**src/rtl/btpt_pkg.sv**
```systemverilog
`default_nettype none

package btpt_pkg;

    // Image geometry and set point
    localparam logic [9:0]  CENTER_COL     = 10'd320;
    localparam logic [9:0]  CENTER_ROW     = 10'd240;
    localparam logic [19:0] TARGET_AREA    = 20'd122880;
    localparam logic [7:0]  LATERAL_OFFSET = 8'd35;

    localparam int GAIN_W = 48;

    // Error scaling: round(|num| * 2^13 / den) as (y * RECIP) >> RECIP_SHIFT.
    // den / 2^13 is 15 for the area, 5/128 for the column and 15/512 for the row.
    localparam int DIV_MAG_W   = 21;
    localparam int DIV_Q_W     = 17;
    localparam int RECIP_W     = 23;
    localparam int RECIP_SHIFT = 25;

    // ceil(2^25 / 15) and ceil(2^25 / 5), exact over the dividend range used
    localparam logic [RECIP_W-1:0]   RECIP_15 = 23'd2236963;
    localparam logic [RECIP_W-1:0]   RECIP_5  = 23'd6710887;
    // (d - 1) / 2 for nearest rounding; an odd divisor never gives a tie
    localparam logic [DIV_MAG_W-1:0] ROUND_15 = 21'd7;
    localparam logic [DIV_MAG_W-1:0] ROUND_5  = 21'd2;

    // Register indexes, also used as axis codes
    localparam logic [1:0] REG_GAINS_FORWARD  = 2'd0;
    localparam logic [1:0] REG_GAINS_LATERAL  = 2'd1;
    localparam logic [1:0] REG_GAINS_VERTICAL = 2'd2;

    localparam logic [1:0] AXIS_FORWARD  = 2'd0;
    localparam logic [1:0] AXIS_LATERAL  = 2'd1;
    localparam logic [1:0] AXIS_VERTICAL = 2'd2;

    typedef struct packed {
        logic       is_person;
        logic [9:0] box_left;
        logic [9:0] box_right;
        logic [9:0] box_top;
        logic [9:0] box_bottom;
        logic       frame_end;
    } box_item_t;

    typedef struct packed {
        logic signed [15:0] vel_forward;
        logic signed [15:0] vel_lateral;
        logic signed [15:0] vel_vertical;
    } vel_item_t;

    typedef enum logic [3:0] {
        ST_IDLE,
        ST_AREA,
        ST_SELECT,
        ST_FRAME,
        ST_DIV_LOAD,
        ST_DIV_WAIT,
        ST_ERROR,
        ST_MUL_P,
        ST_MUL_D,
        ST_MUL_I,
        ST_ACC,
        ST_PID_OUT,
        ST_EMIT
    } state_t;

endpackage

`default_nettype wire

```
**src/rtl/btpt_div.sv**
```systemverilog
`default_nettype none

// Error scaling by reciprocal multiplication: quotient is the magnitude times 2^13
// over the axis's fixed denominator, rounded to nearest; done follows start via load_reg, done_reg
module btpt_div
    import btpt_pkg::*;
(
    input  wire logic                 clk,
    input  wire logic                 rst_n,
    input  wire logic                 start,
    input  wire logic [1:0]           axis,
    input  wire logic [DIV_MAG_W-1:0] magnitude,
    output logic                      done,
    output logic [DIV_Q_W-1:0]        quotient
);

    logic                         load_reg;
    logic                         done_reg;
    logic [DIV_MAG_W-1:0]         dvd_reg;
    logic [RECIP_W-1:0]           recip_reg;
    logic [DIV_MAG_W+RECIP_W-1:0] prod_reg;

    logic [DIV_MAG_W-1:0]         dvd_next;
    logic [RECIP_W-1:0]           recip_next;

    always_comb
    begin
        case (axis)
            AXIS_FORWARD:
            begin
                dvd_next   = magnitude + ROUND_15;
                recip_next = RECIP_15;
            end
            AXIS_LATERAL:
            begin
                dvd_next   = {magnitude[DIV_MAG_W-8:0], 7'b0} + ROUND_5;
                recip_next = RECIP_5;
            end
            default:
            begin
                dvd_next   = {magnitude[DIV_MAG_W-10:0], 9'b0} + ROUND_15;
                recip_next = RECIP_15;
            end
        endcase
    end

    always_ff @(posedge clk or negedge rst_n)
    begin
        if (!rst_n)
        begin
            load_reg <= 1'b0;
            done_reg <= 1'b0;
        end
        else
        begin
            load_reg <= start;
            done_reg <= load_reg;
        end
    end

    always_ff @(posedge clk)
    begin
        if (start)
        begin
            dvd_reg   <= dvd_next;
            recip_reg <= recip_next;
        end
        if (load_reg)
            prod_reg <= dvd_reg * recip_reg;
    end

    assign done     = done_reg;
    assign quotient = prod_reg[RECIP_SHIFT+DIV_Q_W-1:RECIP_SHIFT];

endmodule

`default_nettype wire

```
**src/rtl/bbox_target_pid_tracker_unit.sv**
```systemverilog
// Person tracker with three PID loops.
// in_valid/in_ready carry one detection box per item; out_valid/out_ready carry
// one item of three Q4.11 velocities. cfg_write with cfg_index/cfg_data loads
// the packed kp/kd/ki gains of one axis. The sequencer takes no new box until
// it is back in idle. A box with frame_end and a valid target runs all three
// axes: each forms its error by a reciprocal multiply, then makes three passes
// through the one shared 16x24 multiplier; the result register is loaded after
// the last axis. A frame end without a target returns to idle with no result.
// The output register parts the two sides: the next box is taken while a
// result waits. If the receiver still holds the earlier result when the next
// one is ready, the sequencer waits in its final step and in_ready stays low.
// Reset clears gains, tracking state and PID history, and drops any pending
// result.
`default_nettype none

module bbox_target_pid_tracker_unit
    import btpt_pkg::*;
(
    input  wire logic              clk,
    input  wire logic              rst_n,
    input  wire logic              in_valid,
    output logic                   in_ready,
    input  wire box_item_t         in_data,
    output logic                   out_valid,
    input  wire logic              out_ready,
    output vel_item_t              out_data,
    input  wire logic              cfg_write,
    input  wire logic [1:0]        cfg_index,
    input  wire logic [GAIN_W-1:0] cfg_data
);

    state_t state_reg;
    state_t state_next;

    logic [GAIN_W-1:0] gains_reg [3];

    logic               tracking_active_reg;
    logic [9:0]         last_center_col_reg;
    logic [9:0]         best_distance_reg;
    logic               target_found_reg;
    logic               person_seen_reg;
    logic signed [20:0] target_area_reg;
    logic [9:0]         target_center_col_reg;
    logic [9:0]         target_center_row_reg;
    logic signed [23:0] integral_reg [3];
    logic signed [15:0] prev_error_reg [3];
    logic signed [15:0] vel_reg [3];
    logic [1:0]         axis_reg;

    box_item_t          box_reg;
    logic signed [39:0] prod_reg;
    logic signed [41:0] acc_reg;
    logic signed [15:0] error_reg;
    logic signed [23:0] integ_reg;
    logic signed [16:0] deriv_reg;
    logic               neg_reg;

    logic      out_valid_reg;
    vel_item_t out_data_reg;

    // box geometry
    logic signed [11:0] dcol, drow, half_col, half_row;
    logic [11:0]        col_sum, row_sum;
    logic [9:0]         center_col, center_row, ref_col, col_dist;
    logic [10:0]        cdiff, cdiff_abs;

    // error and PID datapath
    logic signed [21:0]   num;
    logic [DIV_MAG_W-1:0] num_abs;
    logic                 div_start;
    logic                 div_done;
    logic [DIV_Q_W-1:0]   div_quo;
    logic [DIV_Q_W-1:0]   neg_q;
    logic signed [15:0]   error_sat;
    logic [24:0]          integ_sum;
    logic signed [23:0]   integ_sat;
    logic [GAIN_W-1:0]    gain;
    logic signed [15:0]   mul_a;
    logic signed [23:0]   mul_b;
    logic [41:0]          rounded;
    logic [31:0]          scaled;
    logic signed [15:0]   vel_sat;
    logic                 emit_fire;

    always_comb
    begin
        dcol     = $signed({2'b00, box_reg.box_right}) - $signed({2'b00, box_reg.box_left});
        drow     = $signed({2'b00, box_reg.box_bottom}) - $signed({2'b00, box_reg.box_top});
        // halve toward zero
        half_col = (dcol + $signed({11'b0, dcol[11]})) >>> 1;
        half_row = (drow + $signed({11'b0, drow[11]})) >>> 1;
        col_sum  = {2'b00, box_reg.box_left} + half_col;
        row_sum  = {2'b00, box_reg.box_top} + half_row;
        center_col = col_sum[9:0];
        center_row = row_sum[9:0];
        ref_col    = tracking_active_reg ? last_center_col_reg : CENTER_COL;
        cdiff      = {1'b0, ref_col} - {1'b0, center_col};
        cdiff_abs  = cdiff[10] ? (11'd0 - cdiff) : cdiff;
        col_dist   = cdiff_abs[9:0];
    end

    always_comb
    begin
        case (axis_reg)
            AXIS_FORWARD:
                num = $signed({2'b00, TARGET_AREA})
                    - $signed({target_area_reg[20], target_area_reg});
            AXIS_LATERAL:
                num = $signed({12'b0, CENTER_COL}) - $signed({12'b0, target_center_col_reg})
                    + $signed({14'b0, LATERAL_OFFSET});
            default:
                num = $signed({12'b0, CENTER_ROW}) - $signed({12'b0, target_center_row_reg});
        endcase
        num_abs = num[21] ? DIV_MAG_W'(22'd0 - num) : num[DIV_MAG_W-1:0];
    end

    btpt_div u_div
    (
        .clk       (clk),
        .rst_n     (rst_n),
        .start     (div_start),
        .axis      (axis_reg),
        .magnitude (num_abs),
        .done      (div_done),
        .quotient  (div_quo)
    );

    always_comb
    begin
        neg_q = DIV_Q_W'(0) - div_quo;
        if (!neg_reg)
            error_sat = (div_quo > DIV_Q_W'(32767)) ? 16'sh7FFF : $signed(div_quo[15:0]);
        else
            error_sat = (div_quo > DIV_Q_W'(32768)) ? 16'sh8000 : $signed(neg_q[15:0]);

        integ_sum = {integral_reg[axis_reg][23], integral_reg[axis_reg]}
                  + {{9{error_reg[15]}}, error_reg};
        if (integ_sum[24] != integ_sum[23])
            integ_sat = integ_sum[24] ? 24'sh800000 : 24'sh7FFFFF;
        else
            integ_sat = $signed(integ_sum[23:0]);

        rounded = acc_reg + 42'sd512;
        scaled  = rounded[41:10];
        if (scaled[31:15] != {17{1'b0}} && scaled[31:15] != {17{1'b1}})
            vel_sat = scaled[31] ? 16'sh8000 : 16'sh7FFF;
        else
            vel_sat = $signed(scaled[15:0]);
    end

    assign gain = gains_reg[axis_reg];

    // next state
    always_comb
    begin
        state_next = state_reg;
        case (state_reg)
            ST_IDLE:
                if (in_valid)
                    state_next = ST_AREA;
            ST_AREA:
                state_next = ST_SELECT;
            ST_SELECT:
                state_next = box_reg.frame_end ? ST_FRAME : ST_IDLE;
            ST_FRAME:
                if (target_found_reg && target_center_col_reg != 10'd0
                    && target_center_row_reg != 10'd0)
                    state_next = ST_DIV_LOAD;
                else
                    state_next = ST_IDLE;
            ST_DIV_LOAD:
                state_next = ST_DIV_WAIT;
            ST_DIV_WAIT:
                if (div_done)
                    state_next = ST_ERROR;
            ST_ERROR:
                state_next = ST_MUL_P;
            ST_MUL_P:
                state_next = ST_MUL_D;
            ST_MUL_D:
                state_next = ST_MUL_I;
            ST_MUL_I:
                state_next = ST_ACC;
            ST_ACC:
                state_next = ST_PID_OUT;
            ST_PID_OUT:
                state_next = (axis_reg == AXIS_VERTICAL) ? ST_EMIT : ST_DIV_LOAD;
            ST_EMIT:
                if (!out_valid_reg || out_ready)
                    state_next = ST_IDLE;
            default:
                state_next = ST_IDLE;
        endcase
    end

    // control outputs and multiplier operand select
    always_comb
    begin
        in_ready  = (state_reg == ST_IDLE);
        div_start = (state_reg == ST_DIV_LOAD);
        emit_fire = (state_reg == ST_EMIT) && (!out_valid_reg || out_ready);
        case (state_reg)
            ST_AREA:
            begin
                mul_a = {{4{dcol[11]}}, dcol};
                mul_b = {{12{drow[11]}}, drow};
            end
            ST_MUL_P:
            begin
                mul_a = $signed(gain[15:0]);
                mul_b = {{8{error_reg[15]}}, error_reg};
            end
            ST_MUL_D:
            begin
                mul_a = $signed(gain[31:16]);
                mul_b = {{7{deriv_reg[16]}}, deriv_reg};
            end
            ST_MUL_I:
            begin
                mul_a = $signed(gain[47:32]);
                mul_b = integ_reg;
            end
            default:
            begin
                mul_a = '0;
                mul_b = '0;
            end
        endcase
    end

    always_ff @(posedge clk or negedge rst_n)
    begin
        if (!rst_n)
            state_reg <= ST_IDLE;
        else
            state_reg <= state_next;
    end

    always_ff @(posedge clk or negedge rst_n)
    begin
        if (!rst_n)
        begin
            for (int k = 0; k < 3; k++)
            begin
                gains_reg[k]      <= '0;
                integral_reg[k]   <= '0;
                prev_error_reg[k] <= '0;
            end
            tracking_active_reg   <= 1'b0;
            last_center_col_reg   <= '0;
            best_distance_reg     <= CENTER_COL;
            target_found_reg      <= 1'b0;
            person_seen_reg       <= 1'b0;
            target_area_reg       <= '0;
            target_center_col_reg <= '0;
            target_center_row_reg <= '0;
            axis_reg              <= AXIS_FORWARD;
            out_valid_reg         <= 1'b0;
        end
        else
        begin
            if (cfg_write)
            begin
                case (cfg_index)
                    REG_GAINS_FORWARD:  gains_reg[0] <= cfg_data;
                    REG_GAINS_LATERAL:  gains_reg[1] <= cfg_data;
                    REG_GAINS_VERTICAL: gains_reg[2] <= cfg_data;
                    default:            ;
                endcase
            end

            if (state_reg == ST_SELECT && box_reg.is_person)
            begin
                person_seen_reg <= 1'b1;
                if (col_dist < best_distance_reg)
                begin
                    best_distance_reg     <= col_dist;
                    target_found_reg      <= 1'b1;
                    target_area_reg       <= prod_reg[20:0];
                    target_center_col_reg <= center_col;
                    target_center_row_reg <= center_row;
                end
            end

            if (state_reg == ST_FRAME)
            begin
                if (target_found_reg)
                    last_center_col_reg <= target_center_col_reg;
                tracking_active_reg <= tracking_active_reg | person_seen_reg;
                best_distance_reg   <= CENTER_COL;
                target_found_reg    <= 1'b0;
                person_seen_reg     <= 1'b0;
                axis_reg            <= AXIS_FORWARD;
            end

            if (state_reg == ST_PID_OUT)
            begin
                integral_reg[axis_reg]   <= integ_reg;
                prev_error_reg[axis_reg] <= error_reg;
                if (axis_reg != AXIS_VERTICAL)
                    axis_reg <= axis_reg + 2'd1;
            end

            if (emit_fire)
                out_valid_reg <= 1'b1;
            else if (out_ready)
                out_valid_reg <= 1'b0;
        end
    end

    // payload registers
    always_ff @(posedge clk)
    begin
        prod_reg <= mul_a * mul_b;
        if (in_valid && in_ready)
            box_reg <= in_data;
        if (state_reg == ST_DIV_LOAD)
            neg_reg <= num[21];
        if (state_reg == ST_ERROR)
            error_reg <= error_sat;
        if (state_reg == ST_MUL_P)
        begin
            integ_reg <= integ_sat;
            deriv_reg <= {error_reg[15], error_reg}
                       - {prev_error_reg[axis_reg][15], prev_error_reg[axis_reg]};
        end
        case (state_reg)
            ST_MUL_D: acc_reg <= {{2{prod_reg[39]}}, prod_reg};
            ST_MUL_I: acc_reg <= acc_reg + {{2{prod_reg[39]}}, prod_reg};
            ST_ACC:   acc_reg <= acc_reg + {{2{prod_reg[39]}}, prod_reg};
            default:  ;
        endcase
        if (state_reg == ST_PID_OUT)
            vel_reg[axis_reg] <= vel_sat;
        if (emit_fire)
        begin
            out_data_reg.vel_forward  <= vel_reg[0];
            out_data_reg.vel_lateral  <= vel_reg[1];
            out_data_reg.vel_vertical <= vel_reg[2];
        end
    end

    assign out_valid = out_valid_reg;
    assign out_data  = out_data_reg;

endmodule

`default_nettype wire

```
**config.mk**
```make
export PLATFORM = sky130hd
export DESIGN_NAME = bbox_target_pid_tracker_unit
export DESIGN_NICKNAME = d
export VERILOG_FILES = /design/src/rtl/btpt_pkg.sv /design/src/rtl/btpt_div.sv /design/src/rtl/bbox_target_pid_tracker_unit.sv
export SDC_FILE = /design/constraint.sdc
export NUM_CORES = 2
export LEC_CHECK = 0
export ABC_AREA = 1
export BUFFER_PORTS_ARGS = -buffer_cell sky130_fd_sc_hd__buf_2
export CORE_UTILIZATION = 23
export DETAILED_ROUTE_END_ITERATION = 8
export SYNTH_ARGS = -nofsm -noshare
export SYNTH_HDL_FRONTEND = slang
export SYNTH_SLANG_ARGS = --single-unit
```
**constraint.sdc**
```tcl
create_clock -name clk -period 10.61 [get_ports clk]
set_input_delay 1.061 -clock clk [delete_from_list [all_inputs] [get_ports clk]]
set_output_delay 1.061 -clock clk [all_outputs]
set_load 0.02 [all_outputs]
```
Yosys cells after proc, flatten, opt, wreduce, memory -nomap -nowiden. Memories as Yosys holds them, arrays and structs flattened. A register that Yosys moved wholly into a read port is not among the register bits. Cells that the tools add are included.

$add $sub $neg: 22. Eq/ne operators: 22. Order comparisons: 5. Reductions and logical operators: 27. Multiply operators: 2. Muxes and demuxes: 53. Bitwise gates (word level): 2.

Operators with widths (count): $mux W16 (8); $mux W24 (5); $bmux W48 S2 (1); $mux W48 (2); $pmux W24 S4 (1); $pmux W42 S2 (1); $bwmux W72 (1); $pmux W16 S4 (1); $pmux W4 S13 (1); $mux W10 (5); $bmux W24 S2 (1); $bwmux W48 (1); $demux W24 S2 (1); $pmux W22 S2 (1); $add A21 B3 Y21 const B (2); $add A42 B11 Y42 const B (1); $add A42 B42 Y42 (1); $mul A21 B23 Y42 (1); $pmux W21 S2 (1); $mul A16 B24 Y40 (1); $sub A10 B10 Y11 (3); $bmux W16 S2 (1); $demux W16 S2 (1); $add A24 B16 Y25 (1); other kinds (46) (90).

Output and inout bits: 50. Flip-flop bits (word level): 605. Input bits: 97. Logic and storage cells: 171. Bits in writable memories: 48. Memories: 1.

Memories: vel_reg (words 3, width 16, rd ports 3, clocked after memory_dff 3, write ports 1, RTL line bbox_target_pid_tracker_unit.sv:47) `logic signed [15:0] vel_reg [3];`.

Depth between registers and ports, before layout.
Depth after elaboration: 10. Gate-level depth with buffers: 47. Gate-level depth less buffers: 47.

By module. Synthesis repeated with hierarchy kept, for this count alone.

Cells, all modules: 6966. Area, all modules: 57446.3 um^2.

By module, submodules not included: bbox_target_pid_tracker_unit (sequential area each 16333.2 um^2, cells each 5790, area an instance 47833.4 um^2, times used 1); btpt_div (sequential area each 1221.2 um^2, cells each 1176, area an instance 9613.0 um^2, times used 1).

Least setup slack after synthesis. OpenSTA, ideal clock, no wires.

Path kind: flip-flop to flip-flop. Start point: reg state_reg[2]. End point: reg prod_reg[37]. Setup slack: 2.481 ns. Cell stages (with the launch flop): 29. Path buffers: 1. Arrival: 8.005 ns. Setup time: 0.123 ns. Clock period less this slack: 8.129 ns. Cell sequence: dfrtp_1 inv_1 nor2_1 inv_1 nor2_1 clkbuf_1 a221oi_1 inv_1 nand2_1 fa_1 fa_1 inv_1 fa_1 fa_1 fa_1 inv_1 fa_1 inv_1 ha_1 nand2_1 nor2_1 inv_1 o21bai_1 a21boi_0 o21ai_0 a21boi_0 o21ai_0 a21oi_1 xor2_1.

Longest elaborated chain between the ends: 3.

RTL lines: start, declared (RTL line bbox_target_pid_tracker_unit.sv:32) `state_t state_reg;`; start signal, assigned (RTL line bbox_target_pid_tracker_unit.sv:236) `state_reg <= state_next;`; $eq A4 B4 Y1 (tied with other cells) (RTL line bbox_target_pid_tracker_unit.sv:202) `case (state_reg)`; $pmux W16 S4 or $pmux W24 S4 (tied branches) (RTL line bbox_target_pid_tracker_unit.sv:202); $mul A16 B24 Y40 * (RTL line bbox_target_pid_tracker_unit.sv:314) `prod_reg <= mul_a * mul_b;`; end signal, assigned (RTL line bbox_target_pid_tracker_unit.sv:314); end, declared (RTL line bbox_target_pid_tracker_unit.sv:51) `logic signed [39:0] prod_reg;`.

Mark *: on every way between the ends. The rest lies on a longest branch, timed or not. A chain may end at the register's enable or synchronous reset.

Worst setup path in the final report.
Start point: reg box_reg[12] (netlist name). End point: reg prod_reg[26].

Longest elaborated chain between the ends: 3.

RTL lines: start, declared (RTL line bbox_target_pid_tracker_unit.sv:50) `box_item_t box_reg;`; start signal, assigned (RTL line bbox_target_pid_tracker_unit.sv:316) `box_reg <= in_data;`; $sub A10 B10 Y11 (RTL line bbox_target_pid_tracker_unit.sv:88) `drow = $signed({2'b00, box_reg.box_bottom}) - $signed({2'b00, box_reg.box_top});`; $pmux W24 S4 (RTL line bbox_target_pid_tracker_unit.sv:202); $mul A16 B24 Y40 (RTL line bbox_target_pid_tracker_unit.sv:314).

No other way between the ends.

==> impl_metrics.json <==
{
  "drive_above_1_share_pct": 6.61,
  "syn_inst": 6570,
  "viasPerCell": 4.41,
  "finalSetupTns_ps": 0,
  "worst-setup-path-type": "flop to flop",
  "drt-initial-drc-count": 3235,
  "postCtsHoldBufs": 0,
  "rows": 180,
  "syn-num-nets": 7596,
  "io_buffers": 146,
  "outcome": "finished, final reports clean",
  "final_common_cell": "nand2_1",
  "cts_root_buf": "clkbuf_16",
  "cp-end-kind": "flop",
  "rsz0062_at_grt": "false",
  "worst_pin_slew_ps": 1250,
  "finalSetupViolCount": 0,
  "synth_flop_cell": "dfrtp_1",
  "hp-start": "vel_reg[0][14]",
  "vias": 43700,
  "ctsResizeCount": 0,
  "ioPinCount": 147,
  "grt.overflow.total": 0,
  "grt_antenna_before_repair": 15,
  "startpoint_type": "flop",
  "timing.final.crit_share_pct": 86.6,
  "cts_buffers": 73,
  "drc_errors": 0,
  "worst-path-buf-inv": 5,
  "grtUsageTotal_pct": 12.8,
  "cts_buffer_depth": 3,
  "post_cts_buffers": 0,
  "area_growth_pct": 12.7,
  "crit_arrival_ps": 9760,
  "synth-seq-cells": 654,
  "cp_slowest_cell": "fa_1",
  "skew_ps": 58.4,
  "hold_viol": 0,
  "drtPass1Iterations": 6,
  "drv_cap": 0,
  "r2r_end": "prod_reg[26]",
  "die_w_um": 494,
  "rrSetupSlack_ps": 1420,
  "crit_family": "adder cells",
  "slew_headroom_pct": 16.4,
  "synth-edff-count": 277,
  "ys_warn_count": 0,
  "fmax_mhz": 109,
  "critPathRequiredTime_ps": 11180,
  "drt-total-wl_mm": 156,
  "wire_per_inst_um": 15.7,
  "nNetsFinal": 7691,
  "synth_area_per_cell_sq_um": 8.48,
  "async_flop_share_pct": 51.5,
  "place_congestion": 0.895,
  "die_area_sq_um": 244000,
  "cts_max_level": 3,
  "grt_max_degree": 121,
  "layout_common_cells": "1501 x nand2_1, 1272 x inv_1, 518 x fa_1",
  "whs_path_depth": 0,
  "yosysSeqAreaShare_pct": 31.5,
  "hpwlAfterDp_mm": 122,
  "grt_pass1_wl_mm": 248,
  "reg2reg_depth": 39,
  "period_needed_ps": 9190,
  "insertion_delay_ps": 720,
  "worstReg2RegStart": "box_reg[12]",
  "start_util_pct": 23.1,
  "largest_register_ffs": 144,
  "min_delay_worst_endpoint": "out_data[46]",
  "grt_pass1_vias": 44600,
  "drv_slew": 0,
  "crit_fanout": 9,
  "ant_nets": 0,
  "hold_path.class": "flop to flop",
  "cts_tree": "built",
  "path_clk_slew_ps": 70,
  "syn-cell-area_sq_um": 55700,
  "core_sq_um": 241000,
  "synthDistinctLibCells": 67,
  "cts.sinks": 654,
  "max_stage_delay_ps": 510,
  "crit_path_frequent_cell": "nand2_1",
  "die_y_um": 494
}
==> synth_stat cells (45+ instances only) <==
| cell type | number | area share [%] |
|---|---|---|
| a21oi_1 | 281 | 2.5 |
| a22oi_1 | 58 | 0.78 |
| clkbuf_1 | 149 | 1.0 |
| dfrtp_1 | 335 | 15 |
| edfxtp_1 | 277 | 15 |
| fa_1 | 518 | 19 |
| ha_1 | 411 | 9.2 |
| inv_1 | 1272 | 8.6 |
| nand2_1 | 1501 | 10 |
| nand3_1 | 188 | 1.7 |
| nand4_1 | 45 | 0.51 |
| nor2_1 | 365 | 2.5 |
| nor3_1 | 46 | 0.41 |
| o21ai_0 | 499 | 4.5 |
| xnor2_1 | 81 | 1.3 |
| xor2_1 | 140 | 2.2 |
==> layout make-up <==
class | count | area [sq um]
antenna | 3 | 7.51
fill | 25600 | 178000
clock inverter | 36 | 504
timing repair buffer | 205 | 1200
multi-input combinational | 4442 | 32700
inverter | 1289 | 4840
clock buffer | 95 | 2010
tap | 3185 | 3990
sequential | 654 | 17600
==> worst max-delay path by stage <==
| stage | depth (start not counted) | start | to | slack, ps |
|---|---|---|---|---|
| 6_report | 39 | box_reg[12] | prod_reg[26] | 1420 |
| 5_1_grt | 41 | box_reg[12] | prod_reg[26] | 720 |
| 4_1_cts | 38 | box_reg[12] | prod_reg[37] | 1370 |
| 3_5_place_dp | 40 | box_reg[14] | prod_reg[38] | 1430 |
| 3_3_place_gp | 40 | box_reg[14] | prod_reg[38] | 1510 |
| 2_1_floorplan | 28 | state_reg[2] | prod_reg[37] | 2480 |
==> kinds of logic after synthesis <==
logic type / Yosys count / synth area share (%)
XOR/XNOR: 223 / 3.57
AND/OR/NAND/NOR: 2256 / 16.6
adder cells (fa/ha/maj): 929 / 27.8
buffers and inverters: 1474 / 10.0
AO/OA/AOI/OAI: 1034 / 10.4
flip-flops: 654 / 31.5
==> worst reg2reg max path, delay by kind of cell (launching register included) <==
| kind | cells | cell delay, ps |
|---|---|---|
| AOI/OAI and AO/OA | 13 | 2550 |
| and+or+nand+nor | 12 | 1600 |
| buffers and inverters | 5 | 730 |
| DFF | 1 | 440 |
| xor gates and xnor gates | 1 | 210 |
| adders and majority gates | 8 | 3560 |
==> per-layer routing <==
layer / up-vias / part of all wire [%] / track usage (%)
met4: 22 / 2.2 / 3.27
li1: 20900 / - / -
met2: 1225 / 46 / 20.9
met3: 195 / 6.2 / 2.25
met5: - / 0.088 / 0
met1: 21300 / 46 / 17.5
==> through the flow <==
step                setup WS [ps]  utilization (%)  cell area (sq um)  hold WS (ps)  instances
finish                       1420             26.1              62800           415       9909
global route                  723             26.1              62800           421       9907
CTS                          1370             26.1              62800           417       9906
detailed placement           1430             25.0              60300           405       9775
global placement             1510             25.0              60300           402       9775
floorplan                    2480                -              55700           400       6570
Power is left out: the tool's default activity adds up to more than one toggle a clock period on the data nets, which glitch-free logic cannot reach.
